File: src/hw/rtl/window_deviation_report_filter_assert.svh
// Assertion macros for the report filter.
`ifndef WINDOW_DEVIATION_REPORT_FILTER_ASSERT_SVH
`define WINDOW_DEVIATION_REPORT_FILTER_ASSERT_SVH
`ifndef SYNTHESIS
`define WDRF_ASSERT(lbl, prop, msg) \
   lbl: assert property (@(posedge clock) disable iff (reset) prop) else $error(msg);
`define WDRF_ASSERT_ALWAYS(lbl, prop, msg) \
   lbl: assert property (@(posedge clock) prop) else $error(msg);
`else
`define WDRF_ASSERT(lbl, prop, msg)
`define WDRF_ASSERT_ALWAYS(lbl, prop, msg)
`endif
`endif

File: src/hw/rtl/wdrf_pkg.sv
package wdrf_pkg;

   localparam int SAMPLE_W   = 16;
   localparam int DIGIT_W    = 16;
   localparam int CSR_INDEX_W = 3;
   localparam int CSR_DATA_W = 32;

   localparam logic        ACTION_TICK       = 1'b1;
   localparam logic [6:0]  RST_WINDOW_LEN    = 7'd64;
   localparam logic [3:0]  RST_TOLERANCE     = 4'd2;
   localparam logic [31:0] RST_MIN_INTERVAL  = 32'd60000;
   localparam logic        RST_BOUND_MODE    = 1'b0;
   localparam logic signed [15:0] RST_LOWER  = -16'sd32768;
   localparam logic signed [15:0] RST_UPPER  = 16'sd32767;

   typedef enum logic [2:0] {
      ST_IDLE, ST_LAUNCH, ST_WAIT, ST_UPDATE, ST_DIFF, ST_DECIDE
   } state_type;

   typedef enum logic [2:0] {
      OP_VSQ, OP_OSQ, OP_NV, OP_NQ, OP_SS, OP_DD, OP_KD
   } op_type;

   typedef enum logic [CSR_INDEX_W-1:0] {
      CSR_WINDOW_LEN   = 3'd0,
      CSR_TOLERANCE    = 3'd1,
      CSR_MIN_INTERVAL = 3'd2,
      CSR_BOUND_MODE   = 3'd3,
      CSR_LOWER_LIMIT  = 3'd4,
      CSR_UPPER_LIMIT  = 3'd5
   } csr_index_type;

   typedef enum logic [1:0] {
      CAUSE_NONE, CAUSE_ABOVE, CAUSE_BELOW, CAUSE_INTERVAL
   } cause_type;

   function automatic logic [SAMPLE_W:0] abs17(input logic signed [SAMPLE_W-1:0] s);
      logic signed [SAMPLE_W:0] w;
      w = (SAMPLE_W+1)'(s);
      abs17 = w[SAMPLE_W] ? (SAMPLE_W+1)'(-w) : (SAMPLE_W+1)'(w);
   endfunction

endpackage

File: src/hw/rtl/wdrf_if.sv
interface wdrf_req_if;
   logic                                 valid;
   logic                                 ready;
   logic                                 action;
   logic signed [wdrf_pkg::SAMPLE_W-1:0] sample;
   modport source (output valid, action, sample, input ready);
   modport sink (input valid, action, sample, output ready);
endinterface

interface wdrf_rsp_if;
   logic                                 valid;
   logic                                 ready;
   logic                                 report;
   logic [1:0]                           cause;
   logic signed [wdrf_pkg::SAMPLE_W-1:0] value;
   modport source (output valid, report, cause, value, input ready);
   modport sink (input valid, report, cause, value, output ready);
endinterface

File: src/hw/rtl/window_deviation_report_filter.sv
// Report-by-exception filter over a sliding window of samples. A sample word (action 0) is
// pushed into a window of the last window_len samples and produces exactly one result word:
// report is set when the sample lies outside mean +/- tolerance * sigma of the window (sigma
// mode) or outside lower_limit..upper_limit (absolute mode), or when more than min_interval
// tick words (action 1) have passed since the last report. A tick word produces no result.
// The sigma test is exact integer math without a root, evaluated on one shared multiplier
// that takes one 16-bit digit of an operand per cycle. A sample uses seven products in
// sigma mode and only the squares of the new and the oldest sample in absolute mode.
// Writing window_len empties the window. Configuration must be written only while the
// block is idle; the block itself does not enforce this.
`include "window_deviation_report_filter_assert.svh"
module window_deviation_report_filter #(
   parameter int MAX_WINDOW = 64
) (
   input  logic               clock,
   input  logic               reset,
   wdrf_req_if.sink           req_ch,
   wdrf_rsp_if.source         rsp_ch,
   input  logic               csr_we,
   input  logic [wdrf_pkg::CSR_INDEX_W-1:0] csr_index,
   input  logic [wdrf_pkg::CSR_DATA_W-1:0]  csr_wdata
);
   localparam int NW    = $clog2(MAX_WINDOW + 1);     // fill count, n
   localparam int SLW   = $clog2(MAX_WINDOW);         // write slot
   localparam int SW    = 16 + NW;                    // signed window sum
   localparam int QW    = 32 + NW;                    // sum of squares
   localparam int DSW   = SW + 2;                     // signed n*v - S
   localparam int DMW   = DSW - 1;                    // |n*v - S|
   localparam int DDW   = 32 + 2 * NW;                // n*Q, S*S, their difference
   localparam int CMPW  = 40 + 2 * NW;                // d*d and k^2*D
   localparam int DGW   = wdrf_pkg::DIGIT_W;
   localparam int MAXD  = (DDW + DGW - 1) / DGW;
   localparam int AW    = DMW;
   localparam int XW    = MAXD * DGW;
   localparam int PW    = AW + XW;
   localparam int NDW   = $clog2(MAXD) + 1;
   localparam int ND_Q  = (QW + DGW - 1) / DGW;
   localparam int ND_S  = (SW + DGW - 1) / DGW;
   localparam int ND_D  = (DMW + DGW - 1) / DGW;

   // configuration
   logic [6:0]         len_ff;
   logic [3:0]         tol_ff;
   logic [31:0]        mint_ff;
   logic               mode_ff;
   logic signed [15:0] lo_ff, hi_ff;

   // window state
   logic signed [15:0]   mem [MAX_WINDOW];
   logic [SLW-1:0]       slot_ff, slot_in;
   logic [NW-1:0]        fill_ff, fill_in;
   logic signed [SW-1:0] sum_ff, sum_in;
   logic [QW-1:0]        sq_ff, sq_in;
   logic [31:0]          ticks_ff, ticks_in;

   // sequencer
   wdrf_pkg::state_type state_ff, state_in;
   wdrf_pkg::op_type    op_ff, op_in;

   // per-sample payload
   logic signed [15:0] v_ff, old_ff;
   logic [30:0]        vsq_ff, osq_ff;
   logic [SW-1:0]      nv_ff;
   logic [DDW-1:0]     nq_ff, ss_ff, dd_big_ff;
   logic [DMW-1:0]     dmag_ff;
   logic               dneg_ff, dzero_ff;
   logic [CMPW-1:0]    dd_ff, kd_ff;

   // result register
   logic               rsp_valid_ff, rsp_valid_in;
   logic               rsp_report_ff;
   logic [1:0]         rsp_cause_ff;
   logic signed [15:0] rsp_value_ff;

   logic [NW-1:0]      alen;
   logic               full;
   logic               accept, tick_accept, out_load, mul_start, mul_done;
   logic [AW-1:0]      mul_a;
   logic [XW-1:0]      mul_x;
   logic [NDW-1:0]     mul_nd;
   logic [PW-1:0]      mul_prod;
   logic [16:0]        vmag, omag;
   logic [SW-1:0]      smag;
   logic [7:0]         k2;
   logic signed [DSW-1:0] nv_s, d_c;
   wdrf_pkg::cause_type cause_c, sig_cause;

   // active window length: zero acts as one, oversize clamps to MAX_WINDOW
   always_comb begin
      if (len_ff == '0)
         alen = NW'(1);
      else if (32'(len_ff) > 32'(MAX_WINDOW))
         alen = NW'(MAX_WINDOW);
      else
         alen = NW'(len_ff);
   end

   assign full = (fill_ff >= alen);
   assign vmag = wdrf_pkg::abs17(v_ff);
   assign omag = wdrf_pkg::abs17(old_ff);
   assign smag = sum_ff[SW-1] ? SW'(-sum_ff) : SW'(sum_ff);
   assign k2   = 8'(tol_ff) * 8'(tol_ff);

   // d = n*v - S, with n*v formed from |v| and given back its sign
   assign nv_s = v_ff[15] ? -$signed(DSW'({1'b0, nv_ff})) : $signed(DSW'({1'b0, nv_ff}));
   assign d_c  = nv_s - DSW'(sum_ff);

   // shared multiplier operands, one product per op
   always_comb begin
      mul_a  = '0;
      mul_x  = '0;
      mul_nd = NDW'(1);
      case (op_ff)
         wdrf_pkg::OP_VSQ: begin
            mul_a = AW'(vmag);
            mul_x = XW'(vmag);
         end
         wdrf_pkg::OP_OSQ: begin
            mul_a = AW'(omag);
            mul_x = XW'(omag);
         end
         wdrf_pkg::OP_NV: begin
            mul_a = AW'(fill_ff);
            mul_x = XW'(vmag);
         end
         wdrf_pkg::OP_NQ: begin
            mul_a  = AW'(fill_ff);
            mul_x  = XW'(sq_ff);
            mul_nd = NDW'(ND_Q);
         end
         wdrf_pkg::OP_SS: begin
            mul_a  = AW'(smag);
            mul_x  = XW'(smag);
            mul_nd = NDW'(ND_S);
         end
         wdrf_pkg::OP_DD: begin
            mul_a  = AW'(dmag_ff);
            mul_x  = XW'(dmag_ff);
            mul_nd = NDW'(ND_D);
         end
         wdrf_pkg::OP_KD: begin
            mul_a  = AW'(k2);
            mul_x  = XW'(dd_big_ff);
            mul_nd = NDW'(MAXD);
         end
         default: begin
            mul_a = '0;
         end
      endcase
   end

   wdrf_mul #(.AW(AW), .XW(XW)) u_mul (
      .clock (clock),
      .reset (reset),
      .start (mul_start),
      .a     (mul_a),
      .x     (mul_x),
      .nd    (mul_nd),
      .done  (mul_done),
      .prod  (mul_prod)
   );

   // decision: above wins over below, which wins over interval elapsed
   always_comb begin
      sig_cause = wdrf_pkg::CAUSE_NONE;
      if (!dzero_ff && dd_ff > kd_ff)
         sig_cause = dneg_ff ? wdrf_pkg::CAUSE_BELOW : wdrf_pkg::CAUSE_ABOVE;
      if (mode_ff) begin
         if (v_ff > hi_ff)
            cause_c = wdrf_pkg::CAUSE_ABOVE;
         else if (v_ff < lo_ff)
            cause_c = wdrf_pkg::CAUSE_BELOW;
         else
            cause_c = wdrf_pkg::CAUSE_NONE;
      end else begin
         cause_c = sig_cause;
      end
      if (cause_c == wdrf_pkg::CAUSE_NONE && ticks_ff > mint_ff)
         cause_c = wdrf_pkg::CAUSE_INTERVAL;
   end

   // next state and next op
   always_comb begin
      state_in = state_ff;
      op_in    = op_ff;
      case (state_ff)
         wdrf_pkg::ST_IDLE: begin
            if (req_ch.valid && req_ch.action != wdrf_pkg::ACTION_TICK) begin
               state_in = wdrf_pkg::ST_LAUNCH;
               op_in    = wdrf_pkg::OP_VSQ;
            end
         end
         wdrf_pkg::ST_LAUNCH: state_in = wdrf_pkg::ST_WAIT;
         wdrf_pkg::ST_WAIT: begin
            if (mul_done) begin
               case (op_ff)
                  wdrf_pkg::OP_VSQ: begin
                     op_in    = wdrf_pkg::OP_OSQ;
                     state_in = wdrf_pkg::ST_LAUNCH;
                  end
                  wdrf_pkg::OP_OSQ: state_in = wdrf_pkg::ST_UPDATE;
                  wdrf_pkg::OP_NV: begin
                     op_in    = wdrf_pkg::OP_NQ;
                     state_in = wdrf_pkg::ST_LAUNCH;
                  end
                  wdrf_pkg::OP_NQ: begin
                     op_in    = wdrf_pkg::OP_SS;
                     state_in = wdrf_pkg::ST_LAUNCH;
                  end
                  wdrf_pkg::OP_SS: state_in = wdrf_pkg::ST_DIFF;
                  wdrf_pkg::OP_DD: begin
                     op_in    = wdrf_pkg::OP_KD;
                     state_in = wdrf_pkg::ST_LAUNCH;
                  end
                  wdrf_pkg::OP_KD: state_in = wdrf_pkg::ST_DECIDE;
                  default: state_in = wdrf_pkg::ST_IDLE;
               endcase
            end
         end
         wdrf_pkg::ST_UPDATE: begin
            if (mode_ff) begin
               state_in = wdrf_pkg::ST_DECIDE;
            end else begin
               state_in = wdrf_pkg::ST_LAUNCH;
               op_in    = wdrf_pkg::OP_NV;
            end
         end
         wdrf_pkg::ST_DIFF: begin
            state_in = wdrf_pkg::ST_LAUNCH;
            op_in    = wdrf_pkg::OP_DD;
         end
         wdrf_pkg::ST_DECIDE: begin
            if (!rsp_valid_ff || rsp_ch.ready)
               state_in = wdrf_pkg::ST_IDLE;
         end
         default: state_in = wdrf_pkg::ST_IDLE;
      endcase
   end

   // sequencer outputs
   always_comb begin
      req_ch.ready = (state_ff == wdrf_pkg::ST_IDLE);
      mul_start    = (state_ff == wdrf_pkg::ST_LAUNCH);
      out_load     = (state_ff == wdrf_pkg::ST_DECIDE) && (!rsp_valid_ff || rsp_ch.ready);
   end

   assign accept      = req_ch.valid && req_ch.ready;
   assign tick_accept = accept && (req_ch.action == wdrf_pkg::ACTION_TICK);

   // window update: drop the oldest sample once the window is full, add the new one
   always_comb begin
      slot_in = slot_ff;
      fill_in = fill_ff;
      sum_in  = sum_ff;
      sq_in   = sq_ff;
      if (state_ff == wdrf_pkg::ST_UPDATE) begin
         sum_in = sum_ff + SW'(v_ff) - (full ? SW'(old_ff) : SW'(0));
         sq_in  = sq_ff + QW'(vsq_ff) - (full ? QW'(osq_ff) : QW'(0));
         if (NW'(slot_ff) + NW'(1) >= alen)
            slot_in = '0;
         else
            slot_in = slot_ff + 1'b1;
         if (!full)
            fill_in = fill_ff + 1'b1;
      end
   end

   // tick count saturates; a report restarts it
   always_comb begin
      ticks_in = ticks_ff;
      if (tick_accept && ticks_ff != '1)
         ticks_in = ticks_ff + 1'b1;
      else if (out_load && cause_c != wdrf_pkg::CAUSE_NONE)
         ticks_in = '0;
   end

   always_comb begin
      rsp_valid_in = rsp_valid_ff;
      if (out_load)
         rsp_valid_in = 1'b1;
      else if (rsp_ch.ready)
         rsp_valid_in = 1'b0;
   end

   // control state and configuration
   always_ff @(posedge clock) begin
      if (reset) begin
         state_ff     <= wdrf_pkg::ST_IDLE;
         op_ff        <= wdrf_pkg::OP_VSQ;
         rsp_valid_ff <= 1'b0;
         len_ff       <= wdrf_pkg::RST_WINDOW_LEN;
         tol_ff       <= wdrf_pkg::RST_TOLERANCE;
         mint_ff      <= wdrf_pkg::RST_MIN_INTERVAL;
         mode_ff      <= wdrf_pkg::RST_BOUND_MODE;
         lo_ff        <= wdrf_pkg::RST_LOWER;
         hi_ff        <= wdrf_pkg::RST_UPPER;
         slot_ff      <= '0;
         fill_ff      <= '0;
         sum_ff       <= '0;
         sq_ff        <= '0;
         ticks_ff     <= '0;
      end else begin
         state_ff     <= state_in;
         op_ff        <= op_in;
         rsp_valid_ff <= rsp_valid_in;
         slot_ff      <= slot_in;
         fill_ff      <= fill_in;
         sum_ff       <= sum_in;
         sq_ff        <= sq_in;
         ticks_ff     <= ticks_in;
         if (csr_we) begin
            case (csr_index)
               wdrf_pkg::CSR_WINDOW_LEN: begin
                  // empty the window on any length write
                  len_ff  <= csr_wdata[6:0];
                  slot_ff <= '0;
                  fill_ff <= '0;
                  sum_ff  <= '0;
                  sq_ff   <= '0;
               end
               wdrf_pkg::CSR_TOLERANCE:    tol_ff  <= csr_wdata[3:0];
               wdrf_pkg::CSR_MIN_INTERVAL: mint_ff <= csr_wdata;
               wdrf_pkg::CSR_BOUND_MODE:   mode_ff <= csr_wdata[0];
               wdrf_pkg::CSR_LOWER_LIMIT:  lo_ff   <= $signed(csr_wdata[15:0]);
               wdrf_pkg::CSR_UPPER_LIMIT:  hi_ff   <= $signed(csr_wdata[15:0]);
               default: ;
            endcase
         end
      end
   end

   // window memory: registered read of the slot about to be overwritten
   always_ff @(posedge clock) begin
      old_ff <= mem[slot_ff];
      if (state_ff == wdrf_pkg::ST_UPDATE)
         mem[slot_ff] <= v_ff;
   end

   // payload: latch the sample, capture products, form d and D
   always_ff @(posedge clock) begin
      if (accept)
         v_ff <= req_ch.sample;
      if (state_ff == wdrf_pkg::ST_WAIT && mul_done) begin
         case (op_ff)
            wdrf_pkg::OP_VSQ: vsq_ff <= mul_prod[30:0];
            wdrf_pkg::OP_OSQ: osq_ff <= mul_prod[30:0];
            wdrf_pkg::OP_NV:  nv_ff  <= mul_prod[SW-1:0];
            wdrf_pkg::OP_NQ:  nq_ff  <= mul_prod[DDW-1:0];
            wdrf_pkg::OP_SS:  ss_ff  <= mul_prod[DDW-1:0];
            wdrf_pkg::OP_DD:  dd_ff  <= mul_prod[CMPW-1:0];
            wdrf_pkg::OP_KD:  kd_ff  <= mul_prod[CMPW-1:0];
            default: ;
         endcase
      end
      if (state_ff == wdrf_pkg::ST_DIFF) begin
         dneg_ff   <= d_c[DSW-1];
         dzero_ff  <= (d_c == '0);
         dmag_ff   <= d_c[DSW-1] ? DMW'(-d_c) : DMW'(d_c);
         dd_big_ff <= (nq_ff >= ss_ff) ? nq_ff - ss_ff : '0;
      end
      if (out_load) begin
         rsp_report_ff <= (cause_c != wdrf_pkg::CAUSE_NONE);
         rsp_cause_ff  <= cause_c;
         rsp_value_ff  <= v_ff;
      end
   end

   assign rsp_ch.valid  = rsp_valid_ff;
   assign rsp_ch.report = rsp_report_ff;
   assign rsp_ch.cause  = rsp_cause_ff;
   assign rsp_ch.value  = rsp_value_ff;

   `WDRF_ASSERT(a_fill_bound, fill_ff <= alen, "fill count beyond active window length")
   `WDRF_ASSERT(a_rsp_from_decide, $rose(rsp_valid_ff) |-> $past(out_load), "stray result")
   `WDRF_ASSERT(a_report_cause, rsp_valid_ff |-> rsp_report_ff == |rsp_cause_ff, "bad report")
   `WDRF_ASSERT(a_report_clears_ticks, (out_load && |cause_c) |=> ticks_ff == '0, "ticks kept")
   `WDRF_ASSERT_ALWAYS(a_done_in_wait, mul_done |-> state_ff == wdrf_pkg::ST_WAIT, "stray done")
endmodule

File: src/hw/rtl/wdrf_mul.sv
module wdrf_mul #(
   parameter int AW = 24,
   parameter int XW = 48
) (
   input  logic                 clock,
   input  logic                 reset,
   input  logic                 start,
   input  logic [AW-1:0]        a,
   input  logic [XW-1:0]        x,
   input  logic [$clog2(XW/wdrf_pkg::DIGIT_W):0] nd,
   output logic                 done,
   output logic [AW+XW-1:0]     prod
);
   localparam int DW = wdrf_pkg::DIGIT_W;
   localparam int ND = XW / DW;
   localparam int JW = (ND > 1) ? $clog2(ND) : 1;
   localparam int PW = AW + XW;

   logic          busy_ff, busy_in;
   logic          done_ff, done_in;
   logic [JW-1:0] j_ff, j_in;
   logic [AW-1:0] a_ff;
   logic [XW-1:0] x_ff;
   logic [PW-1:0] acc_ff, acc_in;
   logic [DW-1:0] digit;
   logic [AW+DW-1:0] pp;

   assign digit = x_ff[j_ff*DW +: DW];
   assign pp    = a_ff * digit;

   // shift the partial sum up one digit and add the next digit product, top digit first
   always_comb begin
      busy_in = busy_ff;
      done_in = 1'b0;
      j_in    = j_ff;
      acc_in  = acc_ff;
      if (start) begin
         busy_in = 1'b1;
         j_in    = JW'(nd - 1'b1);
         acc_in  = '0;
      end else if (busy_ff) begin
         acc_in = (acc_ff << DW) + PW'(pp);
         if (j_ff == '0) begin
            busy_in = 1'b0;
            done_in = 1'b1;
         end else begin
            j_in = j_ff - 1'b1;
         end
      end
   end

   always_ff @(posedge clock) begin
      if (reset) begin
         busy_ff <= 1'b0;
         done_ff <= 1'b0;
      end else begin
         busy_ff <= busy_in;
         done_ff <= done_in;
      end
   end

   always_ff @(posedge clock) begin
      j_ff   <= j_in;
      acc_ff <= acc_in;
      if (start) begin
         a_ff <= a;
         x_ff <= x;
      end
   end

   assign done = done_ff;
   assign prod = acc_ff;
endmodule
File: src/flat_wrapper.sv
// flat-port wrapper written by rule: the top's interface ports become plain ports
module window_deviation_report_filter_flat 
#(
   parameter int MAX_WINDOW = 64
)
  (clock, reset, csr_we, csr_index, csr_wdata, req_ch_valid, req_ch_action, req_ch_sample, req_ch_ready, rsp_ch_valid, rsp_ch_report, rsp_ch_cause, rsp_ch_value, rsp_ch_ready);
  wdrf_req_if req_ch_i ();
  wdrf_rsp_if rsp_ch_i ();
  input  logic clock;
  input  logic reset;
  input  logic csr_we;
  input  logic [wdrf_pkg::CSR_INDEX_W-1:0] csr_index;
  input  logic [wdrf_pkg::CSR_DATA_W-1:0] csr_wdata;
  input wire logic [$bits(req_ch_i.valid)-1:0] req_ch_valid;
  input wire logic [$bits(req_ch_i.action)-1:0] req_ch_action;
  input wire logic [$bits(req_ch_i.sample)-1:0] req_ch_sample;
  output wire logic [$bits(req_ch_i.ready)-1:0] req_ch_ready;
  output wire logic [$bits(rsp_ch_i.valid)-1:0] rsp_ch_valid;
  output wire logic [$bits(rsp_ch_i.report)-1:0] rsp_ch_report;
  output wire logic [$bits(rsp_ch_i.cause)-1:0] rsp_ch_cause;
  output wire logic [$bits(rsp_ch_i.value)-1:0] rsp_ch_value;
  input wire logic [$bits(rsp_ch_i.ready)-1:0] rsp_ch_ready;
  assign req_ch_i.valid = req_ch_valid;
  assign req_ch_i.action = req_ch_action;
  assign req_ch_i.sample = req_ch_sample;
  assign req_ch_ready = req_ch_i.ready;
  assign rsp_ch_valid = rsp_ch_i.valid;
  assign rsp_ch_report = rsp_ch_i.report;
  assign rsp_ch_cause = rsp_ch_i.cause;
  assign rsp_ch_value = rsp_ch_i.value;
  assign rsp_ch_i.ready = rsp_ch_ready;
  window_deviation_report_filter #(.MAX_WINDOW(MAX_WINDOW)) u_core (.clock(clock), .reset(reset), .req_ch(req_ch_i), .rsp_ch(rsp_ch_i), .csr_we(csr_we), .csr_index(csr_index), .csr_wdata(csr_wdata));
endmodule
File: config.mk
export PLATFORM = sky130hd
export DESIGN_NAME = window_deviation_report_filter_flat
export DESIGN_NICKNAME = d
export VERILOG_FILES = /design/src/hw/rtl/wdrf_pkg.sv /design/src/hw/rtl/wdrf_if.sv /design/src/hw/rtl/window_deviation_report_filter.sv /design/src/hw/rtl/wdrf_mul.sv /design/src/flat_wrapper.sv
export VERILOG_INCLUDE_DIRS = /design/src /design/src/hw/rtl
export SDC_FILE = /design/constraint.sdc
export NUM_CORES = 2
export LEC_CHECK = 0
export ABC_AREA = 1
export BUFFER_PORTS_ARGS = -buffer_cell sky130_fd_sc_hd__buf_2
export CAP_MARGIN = 40
export CORE_UTILIZATION = 71
export CTS_BUF_LIST = sky130_fd_sc_hd__clkbuf_8
export DETAILED_ROUTE_END_ITERATION = 8
export GPL_TIMING_DRIVEN = 0
export PLACE_DENSITY = 0.93
export SYNTH_ARGS = -nofsm -noshare
export SYNTH_HDL_FRONTEND = slang
export SYNTH_HIERARCHICAL = 1
export SYNTH_SLANG_ARGS = --single-unit
File: constraint.sdc
create_clock -name clock -period 9.3 [get_ports clock]
set_input_delay 0.465 -clock clock [delete_from_list [all_inputs] [get_ports clock]]
set_output_delay 0.465 -clock clock [all_outputs]
set_load 0.01 [all_outputs]
==> run metrics, run 1 <==
status=aborted with a tool error; failing step=global routing; First Err=[ERROR GRT-0116] Global routing finished with congestion. Check the congestion regions in the DRC Viewer.; Clock Path Buffers=4; Routability Congestion=1.09; Die W=between 300 and 400 µm; Post-Syn Area=roughly 95000 µm²; global-route usage over all layers=0.835; gr ovfl total=about 4500; DP HPWL=between 200 and 300 mm; vias in the first global route=between 90000 and 100k; first-pass GRT wire length=roughly 800 mm; largest net degree at the start of global routing=37; Ys Warns=6; die height=about 370 µm; clock root cell=clkbuf_8; Gate Count Post-Synth=between 9000 and 10000; I/O Buffers=between 70 and 80; syn avg cell area=just over 10 µm²; H-tree Lvls=5; CTS Buf Count=approximately 290; row count=between 100 and 150; I/O Pins=just under 80; Initial Util=0.718
## repair_timing
action | in CTS
endpoints found under the hold margin | 91
setup buffers | 0
gates resized for setup | 0
hold buffers | 54
## routing by layer
metal,overflow,GRT usage
met5,144,0.562
met1,1537,0.847
met3,816,0.722
met2,1419,0.971
met4,535,0.757
## stage by stage
stage               cells  cell area, µm²  setup WS (ns)  hold WS [ns]   util
floorplan            9398           94700           3.13         0.426      -
global placement    11230           97300           1.05         0.434  0.738
detailed placement  11462          101000           1.31         0.460  0.770
CTS                 12007          107000           1.28         0.100  0.813
==> run 2: changes to the inputs <==
- CORE_UTILIZATION: 71 -> 40
- CTS_BUF_LIST: sky130_fd_sc_hd__clkbuf_8 -> default
- PLACE_DENSITY: 0.93 -> default
- PLACE_DENSITY_LB_ADDON: default -> 0.15
==> run 2 against run 1 <==
The flow now finishes without violations. Area after synthesis stayed put. Synthesized cell count unchanged.
==> run metrics, run 2 <==
clock slew at reported path FFs=approximately 0.060 ns; DR pass1 iterations=7; status=completed; grt met3 use=0.0554; Initial DRC Count=8378; area post-placement=104000 µm² (+2.1%); largest net degree at the start of global routing=33; Die W=488 µm (+33%); R2R depth=26; WL final=between 300 and 400 mm; initial antenna violation count=31; Clock Latency Late Sink=approximately 0.9 ns; Die ar.=239000 µm²; most used cell, CP=inv_1; critical path endpoint category=flop; final hold viol count=0; WP data arrival=approximately 8.7 ns; commonest non-fill, non-tap cell in the layout=nand2_1; worst hold path class=in2reg; busiest grt layer=met2; I/O Pins=78 (unchanged); post-route cell area=roughly 110000 µm²; M2 GR Usage=0.462; vias in the first global route=~70000; fmax=between 0.1 and 0.15 GHz; Clock Path Buffers=3 (-1); crit start category=flop; CP Data Required Time=approximately 10 ns; CTS Buf Count=187 (-35%); Top reg by flops=u_core/mem; gr ovfl total=0; period utilization=0.851; Max-Cap Viols=0; Final Setup Violations=0; Gate Count Post-Synth=9397 (unchanged); CP max stage delay=roughly 0.6 ns; Slew @ Worst Pin=between 1 and 1.5 ns; Initial Util=0.403 (-0.316); min Tclk post-route=between 7 and 8 ns; Avg WL per Cell=~27 µm; post-route ant nets=0; syn avg cell area=10.1 µm² (unchanged); H-tree Lvls=4 (-1); CTS tree=yes; # DRC=0; vias=between 70000 and 80000; Final #Nets=between 10000 and 15000; most frequent cells in the layout=nand2_1, inv_1, edfxtp_1, nor2_1, a21oi_1; Clock Sinks=about 1800; I/O Buffers=77 (unchanged); CP max stage cell=fa_1; die height=488 µm (+33%); CP Class=reg2reg; Slew Limit Fails=0; Slew HR=0.323; layout cell share with drive strength beyond 1=0.0891; P&R area growth vs syn=16.5%; worst-path fanout max=10; row count=178 (+34%); Routability Congestion=0.995 (-8.5%); post-CTS resize count=0 (unchanged); met1 Use GR=0.405; Ys Warns=6 (unchanged); DP HPWL=279 mm (-2.7%); setup_tns=0 ns; first-pass GRT wire length=roughly 510 mm; clock root cell=clkbuf_16; RSZ-0062 raised after global routing=no; global-route usage over all layers=0.299; core area=between 200000 and 250000 µm²; Post-Syn Area=94700 µm² (unchanged); number of flip-flops in the largest register=between 1000 and 1500; Setup Skew=between 0.08 and 0.09 ns; depth of the worst hold-timing path=4; vias per cell=between 5 and 6
[run 2: critical path, delay by kind of cell, from the launching register on]
kind                     cells  cell delay [ns]
AO/OA/AOI/OAI                5             1.34
buffers and inverters        9             1.36
adder cells (fa/ha/maj)      7             3.65
flip-flops                   1             0.53
AND/OR/NAND/NOR              5             0.93
[run 2: layer usage]
layer  wire length, µm  share of wire
met1            148000           0.41
met5               122        0.00034
met4             18900          0.053
met2            159000           0.44
met3             32600          0.091
[run 2: area by class of cell]
type                    instances  area, µm²
flip-flops and latches       1752      50000
clock buffers                 247       5070
diodes                         10       25.0
clock inverters               102       1060
fillers                     22033     125000
inverters                    1641       6160
plain buffers                 287       1190
repair buffers                383       5230
multi-input cells            5718      37600
well taps                    3150       3940
[run 2: through the flow]
| step | std cells | hold slack [ns] | worst slack [ns] | util |
|---|---|---|---|---|
| 3_3_place_gp | 12625 | 0.438 | 0.990 | 0.421 |
| 6_report | 13290 | 0.0795 | 1.38 | 0.469 |
| 5_1_grt | 13281 | 0.0839 | 1.09 | 0.469 |
| 3_5_place_dp | 12880 | 0.448 | 1.42 | 0.440 |
| 4_1_cts | 13279 | 0.0124 | 1.39 | 0.469 |
| 2_1_floorplan | 9398 | 0.426 | 3.13 | - |
[run 2: what timing repair did]
action | in CTS | in global routing
setup buffers | 0 | 0
hold buffers | 50 | 0
hold endpoints to repair | 84 | 0
[run 2: final timing paths]
check                        start  slack [ns]                     to
max           u_core/u_mul/j_ff[0]        1.38  u_core/u_mul/prod[41]
min reg2reg  u_core/u_mul/prod[53]        0.41       u_core/kd_ff[53]
min                   csr_index[2]        0.08         u_core/mode_ff
max reg2reg   u_core/u_mul/j_ff[0]        1.38  u_core/u_mul/prod[41]
Power of run 2 is not shown: default switching activity piles up to over one toggle a cycle in this logic, so the estimate is an artifact.
